--- src/rtl/core/json_string_unescape_utf8_defines.svh ---
// assertion macros shared by the json string unescape core
// no dependencies; included inside module bodies
`ifndef JSON_STRING_UNESCAPE_UTF8_DEFINES_SVH
`define JSON_STRING_UNESCAPE_UTF8_DEFINES_SVH

// same-cycle implication, disabled during reset
`define JSU_ASSERT_IMPLY(label, clk, rst, ante, cons, msg) \
   label: assert property (@(posedge clk) disable iff (rst) (ante) |-> (cons)) \
      else $error(msg);

// next-cycle implication, disabled during reset
`define JSU_ASSERT_NEXT(label, clk, rst, ante, cons, msg) \
   label: assert property (@(posedge clk) disable iff (rst) (ante) |=> (cons)) \
      else $error(msg);

`endif

--- src/rtl/core/jsu_pkg.sv ---
// shared types and codes for the json string unescape core
// no dependencies
package jsu_pkg;

   localparam logic [2:0] ERR_NONE   = 3'd0;
   localparam logic [2:0] ERR_CTRL   = 3'd1;
   localparam logic [2:0] ERR_ESCAPE = 3'd2;
   localparam logic [2:0] ERR_HEX    = 3'd3;
   localparam logic [2:0] ERR_EARLY  = 3'd4;

   // all results caused by one input transaction
   typedef struct packed {
      logic [3:0][7:0] bytes;   // decoded bytes, first in [0]
      logic [2:0]      nbytes;  // number of valid bytes, 0..4
      logic            status;  // a status result follows the bytes
      logic            done;    // status marks the closing quote
      logic [2:0]      err;     // status error code
   } bundle_type;

endpackage

--- src/rtl/core/jsu_front.sv ---
// front end: accepts raw string bytes, runs the escape state machine and
// builds one bundle of results per transaction; uses jsu_pkg
module jsu_front (
   input  logic               clock,
   input  logic               reset,
   input  logic               req_tvalid,
   output logic               req_tready,
   input  logic [7:0]         req_tdata,
   input  logic               req_tlast,
   input  logic               q_full,
   output logic               q_push,
   output jsu_pkg::bundle_type q_data
);
   import jsu_pkg::*;

   typedef enum logic [2:0] {
      PH_TEXT, PH_ESC, PH_HEX1, PH_HEX2, PH_HEX3, PH_HEX4
   } phase_type;

   typedef struct packed {
      logic [2:0][7:0] bytes;
      logic [1:0]      n;
   } enc_type;

   localparam logic [7:0] CH_QUOTE = 8'h22;
   localparam logic [7:0] CH_BSLASH = 8'h5C;
   localparam logic [7:0] CH_SLASH = 8'h2F;
   localparam logic [7:0] CH_B = 8'h62;
   localparam logic [7:0] CH_F = 8'h66;
   localparam logic [7:0] CH_N = 8'h6E;
   localparam logic [7:0] CH_R = 8'h72;
   localparam logic [7:0] CH_T = 8'h74;
   localparam logic [7:0] CH_U = 8'h75;

   // utf-8 encoding of a 16-bit unit, 1 to 3 bytes
   function automatic enc_type encode_unit(input logic [15:0] u);
      enc_type e;
      e = '0;
      if (u < 16'h0080) begin
         e.bytes[0] = u[7:0];
         e.n = 2'd1;
      end else if (u < 16'h0800) begin
         e.bytes[0] = {3'b110, u[10:6]};
         e.bytes[1] = {2'b10, u[5:0]};
         e.n = 2'd2;
      end else begin
         e.bytes[0] = {4'b1110, u[15:12]};
         e.bytes[1] = {2'b10, u[11:6]};
         e.bytes[2] = {2'b10, u[5:0]};
         e.n = 2'd3;
      end
      return e;
   endfunction

   // {valid, value} of a hex digit
   function automatic logic [4:0] hex_val(input logic [7:0] c);
      logic [4:0] r;
      r = '0;
      if (c >= 8'h30 && c <= 8'h39) begin
         r = {1'b1, 4'(c - 8'h30)};
      end else if (c >= 8'h61 && c <= 8'h66) begin
         r = {1'b1, 4'(c - 8'h57)};
      end else if (c >= 8'h41 && c <= 8'h46) begin
         r = {1'b1, 4'(c - 8'h37)};
      end
      return r;
   endfunction

   phase_type   phase_ff, phase_in;
   logic [15:0] acc_ff, acc_in;
   logic [15:0] pend_ff, pend_in;
   logic        pend_valid_ff, pend_valid_in;

   logic        accept;
   enc_type     fl;
   logic [4:0]  hv;
   logic [15:0] acc_next;
   logic [20:0] scalar;
   logic [7:0]  esc_byte;
   logic        esc_ok;
   bundle_type  bnd;

   assign req_tready = !q_full;
   assign accept = req_tvalid && req_tready;

   always_comb begin
      esc_ok = 1'b1;
      esc_byte = req_tdata;
      unique case (req_tdata) inside
         CH_B: esc_byte = 8'h08;
         CH_F: esc_byte = 8'h0C;
         CH_N: esc_byte = 8'h0A;
         CH_R: esc_byte = 8'h0D;
         CH_T: esc_byte = 8'h09;
         CH_QUOTE, CH_BSLASH, CH_SLASH: esc_byte = req_tdata;
         default: esc_ok = 1'b0;
      endcase
   end

   always_comb begin
      fl = pend_valid_ff ? encode_unit(pend_ff) : '0;
      hv = hex_val(req_tdata);
      acc_next = {acc_ff[11:0], hv[3:0]};
      scalar = 21'({pend_ff[9:0], acc_next[9:0]}) + 21'h10000;

      phase_in = phase_ff;
      acc_in = acc_ff;
      pend_in = pend_ff;
      pend_valid_in = pend_valid_ff;

      // pending unit is flushed first in most arms
      bnd = '0;
      bnd.bytes[0] = fl.bytes[0];
      bnd.bytes[1] = fl.bytes[1];
      bnd.bytes[2] = fl.bytes[2];
      bnd.nbytes = {1'b0, fl.n};

      if (req_tlast) begin
         bnd = '0;
         bnd.status = 1'b1;
         bnd.err = ERR_EARLY;
         phase_in = PH_TEXT;
         acc_in = '0;
         pend_in = '0;
         pend_valid_in = 1'b0;
      end else begin
         unique case (phase_ff) inside
            PH_TEXT: begin
               if (req_tdata == CH_QUOTE) begin
                  bnd.status = 1'b1;
                  bnd.done = 1'b1;
                  acc_in = '0;
                  pend_in = '0;
                  pend_valid_in = 1'b0;
               end else if (req_tdata < 8'h20) begin
                  bnd = '0;
                  bnd.status = 1'b1;
                  bnd.err = ERR_CTRL;
                  acc_in = '0;
                  pend_in = '0;
                  pend_valid_in = 1'b0;
               end else if (req_tdata == CH_BSLASH) begin
                  bnd = '0;
                  phase_in = PH_ESC;
               end else begin
                  bnd.bytes[fl.n] = req_tdata;
                  bnd.nbytes = {1'b0, fl.n} + 3'd1;
                  pend_in = '0;
                  pend_valid_in = 1'b0;
               end
            end
            PH_ESC: begin
               if (req_tdata == CH_U) begin
                  bnd = '0;
                  phase_in = PH_HEX1;
                  acc_in = '0;
               end else if (!esc_ok) begin
                  bnd = '0;
                  bnd.status = 1'b1;
                  bnd.err = ERR_ESCAPE;
                  phase_in = PH_TEXT;
                  acc_in = '0;
                  pend_in = '0;
                  pend_valid_in = 1'b0;
               end else begin
                  bnd.bytes[fl.n] = esc_byte;
                  bnd.nbytes = {1'b0, fl.n} + 3'd1;
                  phase_in = PH_TEXT;
                  pend_in = '0;
                  pend_valid_in = 1'b0;
               end
            end
            PH_HEX1, PH_HEX2, PH_HEX3, PH_HEX4: begin
               if (!hv[4]) begin
                  bnd = '0;
                  bnd.status = 1'b1;
                  bnd.err = ERR_HEX;
                  phase_in = PH_TEXT;
                  acc_in = '0;
                  pend_in = '0;
                  pend_valid_in = 1'b0;
               end else if (phase_ff != PH_HEX4) begin
                  bnd = '0;
                  phase_in = phase_type'(phase_ff + 3'd1);
                  acc_in = acc_next;
               end else begin
                  phase_in = PH_TEXT;
                  acc_in = '0;
                  // high surrogate pending and low surrogate now: join them
                  if (pend_valid_ff && pend_ff[15:10] == 6'b110110
                      && acc_next[15:10] == 6'b110111) begin
                     bnd = '0;
                     bnd.bytes[0] = {5'b11110, scalar[20:18]};
                     bnd.bytes[1] = {2'b10, scalar[17:12]};
                     bnd.bytes[2] = {2'b10, scalar[11:6]};
                     bnd.bytes[3] = {2'b10, scalar[5:0]};
                     bnd.nbytes = 3'd4;
                     pend_in = '0;
                     pend_valid_in = 1'b0;
                  end else begin
                     pend_in = acc_next;
                     pend_valid_in = 1'b1;
                  end
               end
            end
            default: begin
               bnd = '0;
               phase_in = PH_TEXT;
            end
         endcase
      end
   end

   assign q_push = accept && (bnd.nbytes != 3'd0 || bnd.status);
   assign q_data = bnd;

   always_ff @(posedge clock) begin
      if (reset) begin
         phase_ff <= PH_TEXT;
         acc_ff <= '0;
         pend_ff <= '0;
         pend_valid_ff <= 1'b0;
      end else if (accept) begin
         phase_ff <= phase_in;
         acc_ff <= acc_in;
         pend_ff <= pend_in;
         pend_valid_ff <= pend_valid_in;
      end
   end

endmodule

--- src/rtl/core/jsu_fifo.sv ---
// short queue of result bundles between front and back end
// uses jsu_pkg and the assertion macro header
module jsu_fifo #(
   parameter int DEPTH = 4
) (
   input  logic                clock,
   input  logic                reset,
   input  logic                push,
   input  jsu_pkg::bundle_type push_data,
   output logic                full,
   input  logic                pop,
   output jsu_pkg::bundle_type head,
   output logic                empty
);
   import jsu_pkg::*;
   `include "json_string_unescape_utf8_defines.svh"

   localparam int AW = $clog2(DEPTH);
   localparam int CW = $clog2(DEPTH + 1);

   bundle_type      mem_ff [DEPTH];
   logic [AW-1:0]   wr_ff, wr_in;
   logic [AW-1:0]   rd_ff, rd_in;
   logic [CW-1:0]   count_ff, count_in;

   assign full = (count_ff == CW'(DEPTH));
   assign empty = (count_ff == '0);
   assign head = mem_ff[rd_ff];

   always_comb begin
      wr_in = wr_ff;
      rd_in = rd_ff;
      count_in = count_ff;
      if (push) begin
         wr_in = (wr_ff == AW'(DEPTH - 1)) ? '0 : wr_ff + AW'(1);
      end
      if (pop) begin
         rd_in = (rd_ff == AW'(DEPTH - 1)) ? '0 : rd_ff + AW'(1);
      end
      if (push && !pop) begin
         count_in = count_ff + CW'(1);
      end else if (pop && !push) begin
         count_in = count_ff - CW'(1);
      end
   end

   always_ff @(posedge clock) begin
      if (reset) begin
         wr_ff <= '0;
         rd_ff <= '0;
         count_ff <= '0;
      end else begin
         wr_ff <= wr_in;
         rd_ff <= rd_in;
         count_ff <= count_in;
      end
   end

   always_ff @(posedge clock) begin
      if (push) begin
         mem_ff[wr_ff] <= push_data;
      end
   end

   `JSU_ASSERT_IMPLY(a_no_push_full, clock, reset, full, !push, "push into full queue")
   `JSU_ASSERT_IMPLY(a_no_pop_empty, clock, reset, empty, !pop, "pop from empty queue")
   `JSU_ASSERT_NEXT(a_count_up, clock, reset, push && !pop, count_ff == $past(count_ff) + CW'(1), "queue count did not grow")
   `JSU_ASSERT_NEXT(a_count_down, clock, reset, pop && !push, count_ff == $past(count_ff) - CW'(1), "queue count did not shrink")

endmodule

--- src/rtl/core/jsu_back.sv ---
// back end: unless stalled, walks the head bundle one result per cycle into the
// output register; uses jsu_pkg and the assertion macro header
module jsu_back (
   input  logic                clock,
   input  logic                reset,
   input  jsu_pkg::bundle_type head,
   input  logic                q_empty,
   output logic                q_pop,
   output logic                rsp_tvalid,
   input  logic                rsp_tready,
   output logic [7:0]          rsp_tdata,   // out_byte
   output logic                rsp_tlast,
   output logic [4:0]          rsp_tuser    // byte_valid, string_done, error_code[2:0]
);
   import jsu_pkg::*;
   `include "json_string_unescape_utf8_defines.svh"

   logic       valid_ff;
   logic [1:0] idx_ff, idx_in;
   logic [7:0] byte_ff, byte_in;
   logic       bv_ff, bv_in;
   logic       last_ff, last_in;
   logic       done_ff, done_in;
   logic [2:0] err_ff, err_in;

   logic [2:0] total;
   logic       load;
   logic       take;

   assign total = head.nbytes + {2'b00, head.status};
   assign load = !valid_ff || rsp_tready;
   assign take = load && !q_empty;

   always_comb begin
      if ({1'b0, idx_ff} < head.nbytes) begin
         byte_in = head.bytes[idx_ff];
         bv_in = 1'b1;
         done_in = 1'b0;
         err_in = ERR_NONE;
         last_in = ({1'b0, idx_ff} + 3'd1 == total);
      end else begin
         byte_in = '0;
         bv_in = 1'b0;
         done_in = head.done;
         err_in = head.err;
         last_in = 1'b1;
      end
      idx_in = idx_ff;
      if (take) begin
         idx_in = last_in ? '0 : idx_ff + 2'd1;
      end
   end

   assign q_pop = take && last_in;

   always_ff @(posedge clock) begin
      if (reset) begin
         valid_ff <= 1'b0;
         idx_ff <= '0;
      end else begin
         idx_ff <= idx_in;
         if (load) begin
            valid_ff <= !q_empty;
         end
      end
   end

   always_ff @(posedge clock) begin
      if (take) begin
         byte_ff <= byte_in;
         bv_ff <= bv_in;
         last_ff <= last_in;
         done_ff <= done_in;
         err_ff <= err_in;
      end
   end

   assign rsp_tvalid = valid_ff;
   assign rsp_tdata = byte_ff;
   assign rsp_tlast = last_ff;
   assign rsp_tuser = {err_ff, done_ff, bv_ff};

   `JSU_ASSERT_IMPLY(a_pop_on_last, clock, reset, q_pop, take && last_in, "bundle popped before its last result")
   `JSU_ASSERT_IMPLY(a_idx_in_range, clock, reset, !q_empty, {1'b0, idx_ff} < total, "result index past end of bundle")
   `JSU_ASSERT_IMPLY(a_status_is_last, clock, reset, valid_ff && !bv_ff, last_ff, "status result not marked last")

endmodule

--- src/rtl/core/json_string_unescape_utf8.sv ---
// JSON string body decoder with UTF-8 output.
// Input channel req_*: one raw byte of the string body per transaction, starting
// after the opening quote; req_tlast set means the input ended (byte ignored).
// Output channel rsp_*: one decoded UTF-8 byte or one status result per
// transaction; rsp_tlast marks the final result of an input byte, rsp_tuser
// carries byte_valid, string_done and the error code.
// An input byte causes 0 to 4 results. The front end decodes a byte in the
// cycle it is accepted and writes its results as one bundle into a queue of
// QUEUE_DEPTH entries; while the output is not stalled, the back end hands one
// result per cycle from the queue head to the registered output.
// Throughput: one input byte per cycle while bytes yield at most one result and
// the output is not stalled; the output port, one result per cycle, sets the rate
// for multi-byte results. A stalled output fills the queue, and req_tready drops
// only when it is full. Synchronous reset returns to plain-text state with nothing
// pending and empties the queue; there is no clearing pass.
// Uses jsu_front, jsu_fifo, jsu_back and jsu_pkg.
module json_string_unescape_utf8 #(
   parameter int QUEUE_DEPTH = 4
) (
   input  logic       clock,
   input  logic       reset,
   input  logic       req_tvalid,
   output logic       req_tready,
   input  logic [7:0] req_tdata,   // data_byte
   input  logic       req_tlast,   // input_ended
   output logic       rsp_tvalid,
   input  logic       rsp_tready,
   output logic [7:0] rsp_tdata,   // out_byte
   output logic       rsp_tlast,   // last
   output logic [4:0] rsp_tuser    // byte_valid, string_done, error_code[2:0]
);
   import jsu_pkg::*;

   logic       q_push;
   logic       q_full;
   logic       q_pop;
   logic       q_empty;
   bundle_type q_wdata;
   bundle_type q_head;

   jsu_front u_front (
      .clock      (clock),
      .reset      (reset),
      .req_tvalid (req_tvalid),
      .req_tready (req_tready),
      .req_tdata  (req_tdata),
      .req_tlast  (req_tlast),
      .q_full     (q_full),
      .q_push     (q_push),
      .q_data     (q_wdata)
   );

   jsu_fifo #(
      .DEPTH (QUEUE_DEPTH)
   ) u_fifo (
      .clock     (clock),
      .reset     (reset),
      .push      (q_push),
      .push_data (q_wdata),
      .full      (q_full),
      .pop       (q_pop),
      .head      (q_head),
      .empty     (q_empty)
   );

   jsu_back u_back (
      .clock      (clock),
      .reset      (reset),
      .head       (q_head),
      .q_empty    (q_empty),
      .q_pop      (q_pop),
      .rsp_tvalid (rsp_tvalid),
      .rsp_tready (rsp_tready),
      .rsp_tdata  (rsp_tdata),
      .rsp_tlast  (rsp_tlast),
      .rsp_tuser  (rsp_tuser)
   );

endmodule

--- config.mk ---
export PLATFORM = sky130hd
export DESIGN_NAME = json_string_unescape_utf8
export DESIGN_NICKNAME = d
export VERILOG_FILES = /design/src/rtl/core/jsu_pkg.sv /design/src/rtl/core/jsu_front.sv /design/src/rtl/core/jsu_fifo.sv /design/src/rtl/core/jsu_back.sv /design/src/rtl/core/json_string_unescape_utf8.sv
export VERILOG_INCLUDE_DIRS = /design/src /design/src/rtl/core
export SDC_FILE = /design/constraint.sdc
export NUM_CORES = 1
export LEC_CHECK = 0
export BUFFER_PORTS_ARGS = -buffer_cell sky130_fd_sc_hd__buf_4
export CAP_MARGIN = 20
export CELL_PAD_IN_SITES_DETAIL_PLACEMENT = 1
export CELL_PAD_IN_SITES_GLOBAL_PLACEMENT = 1
export CORE_MARGIN = 8
export CORE_UTILIZATION = 56
export CTS_CLUSTER_DIAMETER = 30
export CTS_CLUSTER_SIZE = 8
export DETAILED_ROUTE_END_ITERATION = 7
export PLACE_DENSITY = 0.95
export SLEW_MARGIN = 20
export SYNTH_ARGS = -nofsm -noshare
export SYNTH_HDL_FRONTEND = slang
export SYNTH_HIERARCHICAL = 1
export SYNTH_SLANG_ARGS = --single-unit
--- constraint.sdc ---
create_clock -name clock -period 6.13 [get_ports clock]
set_input_delay 0.3065 -clock clock [delete_from_list [all_inputs] [get_ports clock]]
set_output_delay 0.3065 -clock clock [all_outputs]
set_load 0.05 [all_outputs]
# Word-level counts from Yosys, hierarchy flattened
# Memory sizes are Yosys's and may differ from the RTL's. A register that Yosys moved wholly into a read port is not among the register bits.
# Cells that the tools add are included.
[word_totals]
in_bits = 13
wordCells = 173
register_bits = 56
output_inout_bits = 16
ram_bits = 160
memories = 1
[op_classes]
order_cmp = 13
eq_ne = 29
n_mux = 74
reduce_logical = 29
addsub = 13
[memory_table]
columns = ["memory", "words", "width", "read_ports", "rd_ports_with_merged_regs", "wr", "line_no", "source"]
rows = [
  ["u_fifo.mem_ff", 4, 40, 1, 1, 1, "jsu_fifo.sv:21", "bundle_type mem_ff [DEPTH];"],
]
[op_table]
columns = ["operator", "n"]
rows = [
  ["two-way mux 40 bit", 6],
  ["two-way mux 16 bit", 10],
  ["case mux 40 bit (3 select lines)", 1],
  ["two-way mux 35 bit", 3],
  ["two-way mux 12 bit", 7],
  ["bitwise mux 32 bit", 2],
  ["== test 8 x 7 -> 1 bit (second input constant)", 7],
  ["case mux 16 bit (3 select lines)", 1],
  ["case mux 8 bit (5 select lines)", 1],
  ["case mux 12 bit (3 select lines)", 1],
  ["two-way mux 3 bit", 9],
  ["two-way mux 26 bit", 1],
  ["two-way mux 8 bit", 3],
  ["adder 20 x 17 -> 21 bit (second input constant)", 1],
  ["two-way mux 5 bit", 4],
  ["binary-select mux 8 bit (select 2 bit)", 1],
  ["demux 8 bit (select 2 bit)", 1],
  ["== test 8 x 6 -> 1 bit (second input constant)", 2],
  ["greater-or-equal comparator 8 x 7 -> 1 bit (second input constant)", 2],
  ["<= comparator 8 x 7 -> 1 bit (second input constant)", 2],
  ["< comparator 16 x 12 -> 1 bit (second input constant)", 1],
  ["< comparator 16 x 8 -> 1 bit (second input constant)", 1],
  ["!= test 3 bit (second input constant)", 5],
  ["two-way mux 2 bit", 7],
  ["36 further kinds", 79],
]

# Logic depth before layout (Yosys ltp)
# Gate-level depths: netlist of run 1.
[logic_depth]
depth_word = 21
mapped_depth = 17
ltp_nobuf = 15

# Cells and area by module
# Netlist of run 1, hierarchy kept.
[modules_own_cells]
columns = ["module", "n_inst", "cells_each", "area_per_inst_um2", "seq_area_each_um2"]
rows = [
  ["jsu_fifo", 1, 253, 6257.3, 4984.8],
  ["jsu_front", 1, 462, 3221.8, 640.6],
  ["jsu_back", 1, 68, 970.9, 480.5],
]

# Worst setup path after synthesis of run 1
# No wires, ideal clock.
[synth_timing]
path_kind = "input-to-reg"
from = "in req_tdata[0]"
to = "mem u_fifo/mem_ff[0][0] (netlist bit), enable pin"
required_ns = 5.729
setup_slack_ns = 2.033
arrival_time_ns = 3.696
path_buffers = 2
cell_stages = 12
setup_ns = 0.401
path_cell_list = "buf_2 inv_1 ha_1 and3_4 o21a_1 or4_1 buf_4 or3_1 a31oi_1 or2_1 o311a_1 and2_1"
[synth_lines]
columns = ["item", "line_no", "source"]
rows = [
  ["start, declared", "json_string_unescape_utf8.sv:24", "input logic [7:0] req_tdata,"],
  ["end, declared", "jsu_fifo.sv:21", ""],
]

==> qor.csv, run 1 <==
stage,metric,value,unit
status,status,completed,
power_and_ir_drop,Comb pwr share,23.3,%
floorplan,number of I/O pins,29,
synth,"top cells by area, synth","edfxtp_1 (50%), mux4_2 (10%), dfxtp_1 (8.4%)",
layout,fraction of layout instances using a drive strength above 1,19.0,%
synth,synthesis-stage register bit count,218,
clock_network,CTS Hold Bufs,0,
synth,ys flop type,edfxtp_1,
clock_network,CTS tree,done,
critical_path,critical path capture point type,register,
layout,Final nets,837,
synth,synthesized area,10500,um^2
floorplan,Rows,50,
layout,Diodes inserted,0,
global_route,initial antenna violation count,0,
place,port bufs,28,
min_path,type of the tightest min-delay check,input port to register,
sta,pins over their slew limit,0,
clock_network,CTS Buffer Depth,3,
layout,Syn-to-layout area delta,13.7,%
place,GPL Wtd Cong,0.976,
critical_path,CP Class,register to register,
power_and_ir_drop,Tot Pwr,5.12,mW
sta,Tmin final,4660,ps
critical_path,startpoint types,register,
clock_network,TritonCTS buffer count,39,
power_and_ir_drop,Worst VDD drop,0.000193,V
layout,"commonest non-fill, non-tap cell in the layout",edfxtp_1,
layout,Final Instance Area,11900,um^2
synth,syn nets,816,
synth,Cells after Synth,783,
clock_network,clock sinks,218,
clock_network,total number of H-tree levels,2,
floorplan,Die Y,153,um
layout,Fill cells,1739,
floorplan,initial core utilization,56.4,%
power_and_ir_drop,P_int,3.56,mW
route,Routed Antenna Nets,0,
layout,Register Area,6110,um^2
clock_network,"Clk Latency, worst-skew pair",530,ps
flow_run,Max-Cap Viols,0,
clock_network,post-CTS resize count,0,
critical_path,Critical path destination,u_fifo/count_ff[2],
synth,Synth warnings,6,
power_and_ir_drop,Psw,1.56,mW
synth,mean post-synth cell area,13.3,um^2
sta,period utilisation layout,76.0,%
critical_path,Critical Path Start,u_front/pend_ff[8],
synth,"area leader, netlist",edfxtp_1,
sta,Final Hold Vio Count,0,
route,Routed WL per cell,30.1,um
place,DPL Wire Length,20300,um
critical_path,"Max FO, Critical Path",12,
layout,most frequent cells in the layout,"edfxtp_1 (174), nor2_1 (63), nand2_1 (49), mux4_2 (48), dfxtp_1 (43)",
global_route,largest net degree at the start of global routing,47,
global_route,GR Overflow Total,0,
sta,normalized max-slew margin,22.5,%
clock_network,"Reg clk slew, reported paths",50,ps
place,Area after DPL,10700,um^2
sta,RSZ-0062 raised after global routing,false,
sta,Setup TNS,0,ps
clock_network,"Setup Fix Bufs, Post-CTS",0,
sta,clk_skew,29.2,ps
route,detailed-route via count,7422,
critical_path,Worst EP required,6500,ps
power_and_ir_drop,share of power burned in registers,37.1,%
route,vias per inst,6.98,
layout,footprint of the multi-input gates,3940,um^2
critical_path,RR Startpoint,u_front/pend_ff[8],
global_route,first-pass GRT wire length,48500,um
synth,asr flop ratio synth,0,%
clock_network,clk root buf,clkbuf_16,
critical_path,reg-to-reg critical path endpoint,u_fifo/count_ff[2],
sta,highest clock rate,215,MHz
critical_path,critical path arrival,5030,ps
critical_path,r2r setup slk,1470,ps
route,Starting DRT DRC Count,881,
synth,Yosys top cell area share,50.0,%
global_route,vias in the first global route,7758,
power_and_ir_drop,Clk network pwr share,39.6,%
power_and_ir_drop,Leak Pwr,4.04,nW
floorplan,die width,153,um
synth,Post-synth EDFFs,174,
critical_path,number of cells on the worst reg-to-reg path,13,
floorplan,Die ar.,23300,um^2
floorplan,core area,18500,um^2
sta,number of setup violations in the final report,0,
route,TritonRoute pass-1 iters,7,
power_and_ir_drop,PwrDens,431,nW/um^2
power_and_ir_drop,switch share,30.5,%
route,Remaining DRCs,0,
synth,Synth cell types,73,
sta,Slew @ Worst Pin,1160,ps
global_route,GRT Total Usage,27.3,%
route,final WL,32100,um
synth,register area share after synthesis,58.4,%
## worst min-delay path by stage
stage	start	to	slack, ps	depth (start not counted)
after floorplan	reset	u_back/rsp_tvalid	380	1
after global placement	u_back/rsp_tvalid	u_back/rsp_tvalid	470	2
after detailed placement	u_back/rsp_tvalid	u_back/rsp_tvalid	500	2
after CTS	rsp_tready	u_back/rsp_tvalid	130	3
after global routing	req_tlast	u_fifo/mem_ff[1][2]	160	1
final	req_tlast	u_fifo/mem_ff[2][2]	150	1
## synth_stat cells (4+ instances only)
| library cell | count |
|---|---|
| a21oi_1 | 38 |
| nand3b_1 | 14 |
| nand4_1 | 5 |
| ha_1 | 19 |
| xor2_1 | 5 |
| buf_2 | 18 |
| o31ai_1 | 4 |
| a211oi_1 | 7 |
| a22oi_1 | 25 |
| buf_6 | 4 |
| o22ai_1 | 9 |
| a32oi_1 | 10 |
| o21ai_0 | 29 |
| nand3_1 | 20 |
| dfxtp_1 | 44 |
| nor2_1 | 63 |
| clkbuf_1 | 19 |
| mux4_2 | 48 |
| buf_12 | 4 |
| buf_4 | 6 |
| nor3_1 | 10 |
| nor2b_1 | 15 |
| a2bb2oi_1 | 4 |
| mux2i_1 | 6 |
| xnor2_1 | 4 |
| a31oi_1 | 4 |
| nand2_1 | 49 |
| o21ai_1 | 8 |
| inv_1 | 22 |
| and2_1 | 12 |
| edfxtp_1 | 174 |
| or2_1 | 4 |
| or3_1 | 4 |
| nand2b_1 | 8 |
| a22o_1 | 4 |
## flip-flops by register name, summed over array words and instances, names as in the netlist, named ones only
signal	count
u_back/rsp_tvalid	1
u_back/bv_ff	1
u_front/acc_ff	12
u_fifo/rd_ff	2
u_back/idx_ff	2
u_back/err_ff	3
u_front/pend_ff	16
u_back/rsp_tlast	1
u_back/done_ff	1
u_fifo/mem_ff	160
u_fifo/count_ff	3
u_back/rsp_tdata	8
u_front/phase_ff	3
u_fifo/wr_ff	2
u_front/pend_valid_ff	1
## through the flow
stage | util, % | hold WS [ps] | std cells | worst slack (ps)
detailed placement | 57.6 | 500 | 997 | 1480
finish | 64.2 | 146 | 1064 | 1470
floorplan | - | 376 | 783 | 2030
global placement | 57.6 | 473 | 997 | 1860
global route | 64.2 | 156 | 1064 | 1230
CTS | 64.1 | 130 | 1064 | 1660
## critical path, stage by stage, from the launching register on
cell	delay (ps)
dfxtp_1	380
nor4_1	720
o21ai_0	360
inv_1	260
ha_1	490
a21oi_2	90
nor2_1	400
o311a_1	440
ha_1	250
inv_1	80
fa_1	400
xor2_1	200
o21ai_0	320
a21oi_1	130
## area by class of cell
| class | instances | share of cell area, % |
|---|---|---|
| Clock buffer | 55 | 9.15 |
| Tap cell | 234 | 2.46 |
| Multi-Input combinational cell | 490 | 33.1 |
| Inverter | 22 | 0.695 |
| Sequential cell | 218 | 51.4 |
| Clock inverter | 12 | 1.07 |
| Timing Repair Buffer | 33 | 2.09 |
## power by group through the flow
stage,Sequential (mW),Combinational (mW),Clock [mW]
floorplan,2.01,0.769,0
global placement,1.89,1.06,0
detailed placement,1.92,1.15,0
CTS,1.90,1.19,2.05
global route,1.91,1.25,2.10
finish,1.90,1.19,2.03
## logic make-up after synthesis
kind of cell | count (synthesis) | share of synthesized area, %
xor gates and xnor gates | 10 | 0.970
AOI/OAI and AO/OA | 172 | 11.3
buffers and inverters | 75 | 4.05
and+or+nand+nor | 234 | 11.9
muxes | 54 | 10.9
adders and majority gates | 20 | 2.47
DFF | 218 | 58.4
## routing by layer
| layer | up-vias | GRT usage, % | wire [um] |
|---|---|---|---|
| li1 | 3081 | - | - |
| met1 | 3769 | 33.5 | 12400 |
| met2 | 465 | 47.3 | 16200 |
| met3 | 107 | 5.59 | 2420 |
| met4 | 0 | 9.19 | 1060 |
| met5 | - | 0 | 0 |
Power figures use the tool's default switching activity.
==> run 2: changes to the inputs <==
- CORE_UTILIZATION: 56 -> 52
- PLACE_DENSITY: 0.95 -> 0.9
- clock period: 6.13 -> 4.85 ns (I/O delays scaled with it)
==> run 2 against run 1 <==
  * Die area rose by 6.9%
  * Total power increased by 30%
  * Sequential power grew 26%
  * Combinational power grew 23%
  * Flip-flop and latch count is the same
==> qor.csv, run 2 (same netlist as run 1, synthesis figures left out) <==
stage,metric,value,unit
flow_run,Max-Cap Viols,0,
clock_network,total number of H-tree levels,2,
critical_path,Worst EP required,5300,ps
floorplan,initial core utilization,52.3,%
place,Area after DPL,10700,um^2
critical_path,number of cells on the worst reg-to-reg path,13,
global_route,first-pass GRT wire length,45300,um
global_route,vias in the first global route,7518,
min_path,Hold Crit Depth,3,
sta,normalized max-slew margin,21.7,%
floorplan,die width,158,um
sta,Setup TNS,0,ps
clock_network,clock sinks,218,
min_path,min-delay src,rsp_tready,
floorplan,Die ar.,24900,um^2
power_and_ir_drop,Psw,1.94,mW
floorplan,Rows,52,
layout,Top reg by flops,u_fifo/mem_ff,
status,status,completed,
clock_network,CTS tree,done,
sta,period utilisation layout,86.6,%
critical_path,critical path arrival,4650,ps
place,GPL Wtd Cong,0.966,
sta,Final Hold Vio Count,0,
layout,Diodes inserted,0,
global_route,GRT Total Usage,24.5,%
place,cell count after placement,1038,
layout,most frequent cells in the layout,"edfxtp_1 (174), nor2_1 (63), nand2_1 (49), mux4_2 (48)",
layout,"commonest non-fill, non-tap cell in the layout",edfxtp_1,
layout,fraction of layout instances using a drive strength above 1,20.4,%
clock_network,CTS Hold Bufs,0,
sta,highest clock rate,238,MHz
power_and_ir_drop,PwrDens,551,nW/um^2
layout,Final Instance Area,12100,um^2
place,DPL Wire Length,19200,um
global_route,GR Overflow Total,0,
clock_network,"Setup Fix Bufs, Post-CTS",0,
sta,number of setup violations in the final report,0,
global_route,largest net degree at the start of global routing,47,
floorplan,number of I/O pins,29,
sta,clk_skew,21.8,ps
critical_path,startpoint types,register,
route,Starting DRT DRC Count,745,
power_and_ir_drop,Worst VDD drop,0.000261,V
min_path,type of the tightest min-delay check,input port to register,
sta,pins over their slew limit,0,
sta,Tmin final,4200,ps
critical_path,CP Class,register to register,
critical_path,"Max FO, Critical Path",12,
global_route,initial antenna violation count,0,
route,Routed Antenna Nets,0,
layout,largest registers,"u_fifo/mem_ff x160, u_front/pend_ff x16, u_front/acc_ff x12",
layout,Final Instance Count excl. Fillers,1113,
power_and_ir_drop,Clk network pwr share,42.3,%
clock_network,CTS Buffer Depth,3,
layout,Final nets,844,
layout,Syn-to-layout area delta,16.1,%
route,Remaining DRCs,0,
sta,RSZ-0062 raised after global routing,false,
route,Routed WL per cell,26.8,um
critical_path,r2r setup slk,650,ps
clock_network,"Reg clk slew, reported paths",50,ps
critical_path,Critical Path Start,u_front/pend_ff[11],
floorplan,core area,20000,um^2
clock_network,clk root buf,clkbuf_16,
power_and_ir_drop,switch share,29.1,%
floorplan,Die Y,158,um
critical_path,RR Startpoint,u_front/pend_ff[11],
clock_network,TritonCTS buffer count,41,
place,port bufs,28,
route,detailed-route via count,7146,
power_and_ir_drop,Tot Pwr,6.68,mW
clock_network,post-CTS resize count,0,
route,final WL,29800,um
critical_path,critical path capture point type,register,
power_and_ir_drop,share of power burned in registers,35.8,%
sta,Slew @ Worst Pin,1170,ps
route,vias per inst,6.42,
power_and_ir_drop,Comb pwr share,21.9,%
layout,max FFs per register,160,
route,TritonRoute pass-1 iters,6,
power_and_ir_drop,P_int,4.74,mW
clock_network,"Clk Latency, worst-skew pair",530,ps
power_and_ir_drop,Leak Pwr,4.15,nW
sta,Hold WS,53.4,ps
run 2: cell count changes in the layout (fill, tap and decap cells not counted), sizes merged:
cell and delta:
buf +5, clkinv +5, bufinv +3, clkbuf +1
clkinvlp -1
run 2: path summary, 6_finish.rpt:
kind                                            to
worst max-delay path            u_fifo/count_ff[2]
worst min-delay path             u_back/rsp_tvalid
worst max register to register  u_fifo/count_ff[2]
worst min register to register   u_front/acc_ff[6]
run 2: area by class of cell:
cell class	count	area (um^2)
sequential	218	6110
clock inverter	19	249
timing repair buffer	38	285
tap	270	338
clock buffer	56	1130
fill	1951	7850
multi-input combinational	490	3930
inverter	22	82.6
run 2: layer usage:
| layer | vias to the layer above | GRT usage (%) | share of wire, % |
|---|---|---|---|
| li1 | 3099 | - | - |
| met1 | 3630 | 30.4 | 40 |
| met2 | 328 | 41.2 | 50 |
| met3 | 89 | 4.48 | 6.4 |
| met4 | 0 | 10.6 | 3.6 |
| met5 | - | 0 | 0 |
run 2: power by group through the flow:
stage	registers [mW]	logic [mW]	clock network (mW)
after floorplan	2.54	0.972	0
after global placement	2.40	1.34	0
after detailed placement	2.42	1.43	0
after CTS	2.40	1.47	2.87
after global routing	2.41	1.54	2.94
final	2.39	1.46	2.83
run 2: stage by stage:
stage	setup slack [ps]	util [%]
6_report	651	60.7
5_1_grt	487	60.7
4_1_cts	728	60.7
3_5_place_dp	487	53.8
3_3_place_gp	728	53.8
2_1_floorplan	817	-
run 2: worst max-delay path: stages, from the launching register on:
cell	delay (ps)
dfxtp_1	330
or4_4	580
or2_1	400
o21ai_0	410
ha_1	310
a2bb2oi_1	160
a21oi_1	180
o311a_1	360
ha_1	270
inv_1	70
fa_1	400
xor2_1	170
or3_1	320
a21oi_1	150
